File: src/rtl/dsa_pkg.sv
// Shared constants, command and status codes, and types of the descriptor slot allocator.
// It depends on nothing. The divider and the top level import it.
`default_nettype none

package dsa_pkg;

   localparam int SLOTS     = 1024;
   localparam int FRAMES    = 3;
   localparam int IDX_W     = 10;
   localparam int CNT_W     = 11;
   localparam int FRAME_W   = 2;
   localparam int ADDR_W    = 48;
   localparam int SIZE_W    = 11;
   localparam int PROD_W    = IDX_W + SIZE_W;
   localparam int DEF_AW    = FRAME_W + IDX_W;
   localparam int STEP_W    = $clog2(IDX_W);
   localparam int MODE_W    = 2;
   localparam int STATUS_W  = 3;
   localparam int CSR_IDX_W = 3;
   localparam int REQ_W     = 56;
   localparam int RSP_W     = 120;

   localparam logic [MODE_W-1:0] MODE_ALLOC   = 2'd0;
   localparam logic [MODE_W-1:0] MODE_FREE    = 2'd1;
   localparam logic [MODE_W-1:0] MODE_RECLAIM = 2'd2;
   localparam logic [MODE_W-1:0] MODE_INIT    = 2'd3;

   localparam logic [STATUS_W-1:0] STAT_OK      = 3'd0;
   localparam logic [STATUS_W-1:0] STAT_FULL    = 3'd1;
   localparam logic [STATUS_W-1:0] STAT_NULL    = 3'd2;
   localparam logic [STATUS_W-1:0] STAT_BAD     = 3'd3;
   localparam logic [STATUS_W-1:0] STAT_REFUSED = 3'd4;

   localparam logic [CSR_IDX_W-1:0] CSR_CAPACITY  = 3'd0;
   localparam logic [CSR_IDX_W-1:0] CSR_DESC_SIZE = 3'd1;
   localparam logic [CSR_IDX_W-1:0] CSR_CPU_BASE  = 3'd2;
   localparam logic [CSR_IDX_W-1:0] CSR_GPU_BASE  = 3'd3;
   localparam logic [CSR_IDX_W-1:0] CSR_SHADER    = 3'd4;

   typedef struct packed {
      logic             done;
      logic [IDX_W-1:0] quotient;
      logic             exact;
   } dsa_div_res_type;

endpackage

`default_nettype wire

File: src/rtl/dsa_div.sv
// Restoring divider that yields a ten-bit quotient, one quotient bit per cycle.
// It depends on dsa_pkg; the caller guarantees the quotient fits.
`default_nettype none

module dsa_div
   import dsa_pkg::*;
(
   input  wire logic              clock,
   input  wire logic              reset,
   input  wire logic              start,
   input  wire logic [PROD_W-1:0] dividend,
   input  wire logic [SIZE_W-1:0] divisor,
   output dsa_div_res_type        res
);

   logic              busy_ff, busy_in;
   logic              done_ff, done_in;
   logic [STEP_W-1:0] step_ff, step_in;
   logic [PROD_W-1:0] rem_ff, rem_in;
   logic [IDX_W-1:0]  quo_ff, quo_in;
   logic [PROD_W-1:0] trial;

   assign trial = PROD_W'(divisor) << step_ff;

   always_comb begin
      busy_in = busy_ff;
      done_in = 1'b0;
      step_in = step_ff;
      rem_in  = rem_ff;
      quo_in  = quo_ff;
      if (start) begin
         busy_in = 1'b1;
         step_in = STEP_W'(IDX_W - 1);
         rem_in  = dividend;
         quo_in  = '0;
      end else if (busy_ff) begin
         if (rem_ff >= trial) begin
            rem_in          = rem_ff - trial;
            quo_in[step_ff] = 1'b1;
         end
         if (step_ff == '0) begin
            busy_in = 1'b0;
            done_in = 1'b1;
         end else begin
            step_in = step_ff - 1'b1;
         end
      end
   end

   always_ff @(posedge clock) begin
      if (reset) begin
         busy_ff <= 1'b0;
         done_ff <= 1'b0;
      end else begin
         busy_ff <= busy_in;
         done_ff <= done_in;
      end
      step_ff <= step_in;
      rem_ff  <= rem_in;
      quo_ff  <= quo_in;
   end

   assign res.done     = done_ff;
   assign res.quotient = quo_ff;
   assign res.exact    = (rem_ff == '0);

endmodule

`default_nettype wire

File: config.mk
export PLATFORM = sky130hd
export DESIGN_NAME = dsa_div
export DESIGN_NICKNAME = d
export VERILOG_FILES = /design/src/rtl/dsa_pkg.sv /design/src/rtl/dsa_div.sv
export SDC_FILE = /design/constraint.sdc
export NUM_CORES = 1
export LEC_CHECK = 0
export CAP_MARGIN = 20
export CORE_MARGIN = 3
export CORE_UTILIZATION = 50
export CTS_CLUSTER_DIAMETER = 150
export DETAILED_ROUTE_END_ITERATION = 7
export DONT_BUFFER_PORTS = 1
export PLACE_DENSITY_LB_ADDON = 0.1
export SLEW_MARGIN = 15
export SYNTH_ARGS = -nofsm -noshare
export SYNTH_HDL_FRONTEND = slang
export SYNTH_SLANG_ARGS = --single-unit
File: constraint.sdc
create_clock -name clock -period 5.3 [get_ports clock]
set_input_delay 0.265 -clock clock [delete_from_list [all_inputs] [get_ports clock]]
set_output_delay 0.265 -clock clock [all_outputs]
set_load 0.02 [all_outputs]
# == Word-level counts from Yosys, hierarchy flattened ==
# Index checks and enable logic that the tools add are counted.
# totals
reg_bits,37
latch_bits,0
mem_bits_rw,0
romBits,0
in_bits,35
word_cells,32
mem_count,0
# classes
addsub,2
n_mul,0
div,0
order_cmp,3
n_eq_ne,0
shifts,1
n_mux,9
bitwise_logic,3
reduce_logical,9
# ops
op,n
two-way mux 21 bit,3
greater-or-equal comparator 21 bit,1
zero test 21 bit,1
left shift 11 x 4 -> 21 bit,1
subtractor 21 bit,1
bitwise OR 10 bit,1
AND reduction 2 bit,3
less-than comparator 4 x 5 -> 1 bit (second input constant),1
two-way mux 1 bit,5
demux 1 bit (select 4 bit),1
greater-or-equal comparator 4 x 1 -> 1 bit (second input constant),1
zero test 4 bit,1
nonzero test 2 bit,2
subtractor 4 x 1 -> 4 bit (second input constant),1
OR reduction 3 bit,1
NOT 1 bit,2
logical AND 1 bit,1

# == Logic depth before layout (Yosys ltp) ==
# logic_depth
depth_word,5
ltp_mapped,16
depth_no_buf,12

# == Least setup slack after synthesis ==
# Ideal clock, no wire load.
# synth_timing
path_type,register -> register
startpoint,register step_ff[1]
endpoint,"register rem_ff[0], enable pin"
arrival_ps,4454
required_ps,4872
setup_slack_ps,418
stages_incl_launch_ff,17
path_buffers,4
path_cell_list,dfxtp_1 -> buf_2 -> clkbuf_1 -> inv_1 -> nand3_1 -> o21ai_0 -> mux2_2 -> a22oi_1 -> ha_1 -> buf_2 -> and4_4 -> nand2_1 -> or4_1 -> nand3_1 -> nor2_1 -> buf_6 -> o21ai_0
# synth_via
elab_chain_len,4
# synth_lines
item,line,source
"start, declared",dsa_div.sv:18,"logic [STEP_W-1:0] step_ff, step_in;"
"start signal, assigned",dsa_div.sv:58,step_ff <= step_in;
left shift 11 x 4 -> 21 bit,dsa_div.sv:23,assign trial = PROD_W'(divisor) << step_ff;
greater-or-equal comparator 21 bit,dsa_div.sv:37,if (rem_ff >= trial) begin
nonzero test 2 bit (no line),n/a,
AND reduction 2 bit (no line),n/a,
"end signal, assigned",dsa_div.sv:59,rem_ff <= rem_in;
"end, declared",dsa_div.sv:19,"logic [PROD_W-1:0] rem_ff, rem_in;"
# No other way between the ends.
# A chain may end at the register's enable or synchronous reset.

# == Worst setup path after layout ==
# layout_timing
startpoint,register step_ff[1]
endpoint,"register rem_ff[10], enable pin"
# Same word-level chain as after synthesis.

==> results.toml <==
[synth]
synth_flop_cell = "edfxtp_1"
yosysSeqAreaShare_pct = 28.5
yosysWarnings = 0
synth_nets = 452
synth_area_leaders = "edfxtp_1, dfxtp_1, ha_1"
syn_avg_cell_area_sq_um = 8.52
syn-cell-area_sq_um = 3330
ys_ff_latch = 37
synth_cell_types = 57
synth_edf_count = 21
yosysTopAreaCell = "edfxtp_1"
synthArstFlopShare_pct = 0
synth_top_area_share_pct = 18.9
syn_inst = 391

[sta]
fin_crit_ns = 4.20
max_freq_mhz = 238
hold_violations = 0
skew_ns = 0.0173
slew_viol_final = 0
slew_headroom_pct = 39.5
min_period_over_period_pct = 79.3
worst_slew_pin_slew_ns = 0.899
fin_hold_ws_ns = 0.0225
rsz0062_at_grt = "false"
finalSetupViolCount = 0
setup_tns_ns = 0

[floorplanning]
ios = 47
initial_core_util_pct = 52.2
core_sq_um = 6390
chipWidth_um = 87.6
dieArea_sq_um = 7680
row_count = 29
die_y_um = 87.6

[drt]
wire_per_inst_um = 18.6
first_pass_iters = 5
drc = 0
first_iter_violations = 113
vias = 2922
drt_wl_total_mm = 8.45
vias_per_cell = 6.44
final_antenna_net_count = 0

[grt]
grt_pass1_wl_mm = 13.4
grt_pass1_vias = 2712
antenna_found_initial = 0
grt_max_degree = 49
grt.overflow.total = 0
grtUsageTotal_pct = 22.4

[power_and_ir_drop]
finalPower_w = 0.00165
cellLeakagePower_nw = 1.34
p_per_area_nw_per_um2 = 478
vdd_drop_max_uv = 255

[clocking]
clock_latency_ns = 0.31
cts_resized = 0
cts_num_sinks = 37
cts_buffers = 5
post-cts-setup-buffer-count = 0
cts_hold_buf = 0
cts_buffer_depth = 2
cts_tree = "built"
h-tree-depth = 2
clock_tree.root_cell = "clkbuf_8"
path_clk_slew_ns = 0.08

[final_layout]
synthToLayoutAreaGrowth_pct = 3.42
layout-drive-gt1-share_pct = 9.55
nets = 437
antennaDiodeCount = 0

[setup_path]
critPathCaptureType = "register"
cp_common_cell = "buf_4"
cp_max_fo = 22
path_cells = "mux2i_1, o21ai_0, mux2_2, a22oi_1, ha_1, and4_4, nand2_1, or4_1, nand3_1, nor2_1, buf_4, o21ai_2, buf_4"
crit_path_top_delay_cell = "dfxtp_1"
path_class = "reg -> reg"
max_stage_delay_ns = 0.83
critPathLaunchType = "register"
crit_arrival_ns = 4.18
crit_required_ns = 5.27

[run_status]
status = "complete, no violations"

[job]
maxCapViolations = 0

[place]
hpwl_mm = 6.51
io_buffers = 0
gp_congestion = 0.903

[worst_hold_path]
min_path_type = "in -> reg"
## state kept, by name, indices dropped and copies added, names as in the netlist
signal	count
rem_ff	21
done_ff	1
quo_ff	10
step_ff	4
busy_ff	1
## cell families after synthesis
logic type,after synthesis,synth area share (%)
flip-flops,37,28.5
multiplexers,21,8.90
buffers and inverters,34,4.54
XOR/XNOR,12,3.15
adder cells (fa/ha/maj),26,9.99
AO/OA/AOI/OAI,121,24.3
AND/OR/NAND/NOR,140,20.6
## final timing paths
path	endpoint	depth (start not counted)	startpoint	slack, ns
worst max-delay path	rem_ff[10]	13	step_ff[1]	1.10
worst min-delay path	busy_ff	1	reset	0.02
worst max register to register	rem_ff[10]	13	step_ff[1]	1.10
worst min register to register	quo_ff[3]	1	quo_ff[3]	0.57
## layer usage
metal	global-route usage (%)	vias up	wire length, um
met3	4.61	11	580
li1	-	1455	-
met5	0	-	0
met1	30.9	1355	3890
met2	35.8	101	3860
met4	5.72	0	120
## cell usage in the layout (no fill, tap or decap), drive strengths merged, types with 7 or more instances in the layout
cell	synthesis	layout
nand2	52	52
o21ai	33	33
a21oi	28	28
ha	25	25
nor2	23	23
edfxtp	21	21
dfxtp	16	16
nand4	11	11
inv	9	10
mux2	9	9
nand3	8	8
nor2b	7	7
a22oi	7	7
nor4	7	7
xor2	7	7
o2bb2ai	7	7
## power by group
part | switching, W | internal (W)
Clock | 0.000116 | 0.000122
Combinational | 0.000568 | 0.000379
Sequential | 0.0000606 | 0.000400
## area by class of cell
cell class / count / area, sq um
clock buffers: 6 / 93.8
fillers: 623 / 2940
inverters: 9 / 33.8
clock inverters: 2 / 15.0
multi-input cells: 320 / 2230
repair buffers: 3 / 22.5
well taps: 77 / 96.3
flip-flops and latches: 37 / 951
## critical path: cells and delay by family (launching register included)
kind	cells	cell delay, ns
flops	1	0.83
simple gates	5	1.03
compound gates	3	0.56
fa+ha+maj	1	0.47
buf+inv	2	0.51
mux	2	0.44
## stage by stage
stage               worst slack (ns)  cell area [sq um]  util [%]  cells
finish                          1.10               3450      54.0    454
global route                   0.809               3450      54.0    454
CTS                             1.13               3450      54.0    454
detailed placement              1.17               3340      52.3    446
global placement                1.20               3340      52.3    446
floorplan                      0.418               3330         -    391
## synthesized netlist by cell type, types with 2 or more instances
master and number:
nand2_1 51, o21ai_0 33, a21oi_1 28, ha_1 25, nor2_1 23, edfxtp_1 21, dfxtp_1 16, nand4_1 11
clkbuf_1 10, inv_1 9, mux2_2 9, nand3_1 8, a22oi_1 7, buf_2 7, nor2b_1 7, nor4_1 7
o2bb2ai_1 7, xor2_1 7, a211oi_1 6, and3_1 6, mux2i_1 6, mux4_2 6, nor3_1 6, buf_1 5
nand2b_1 5, xnor2_1 5, a21o_1 4, a31oi_1 4, o211ai_1 4, o21a_1 4, o31ai_1 4, or2_2 4
and2_1 3, or3_1 3, a2111oi_0 2, a21boi_0 2, and4_1 2, buf_4 2, o211a_1 2, o21bai_1 2
or4_1 2
Note: power is estimated with default switching activity, not from simulation.
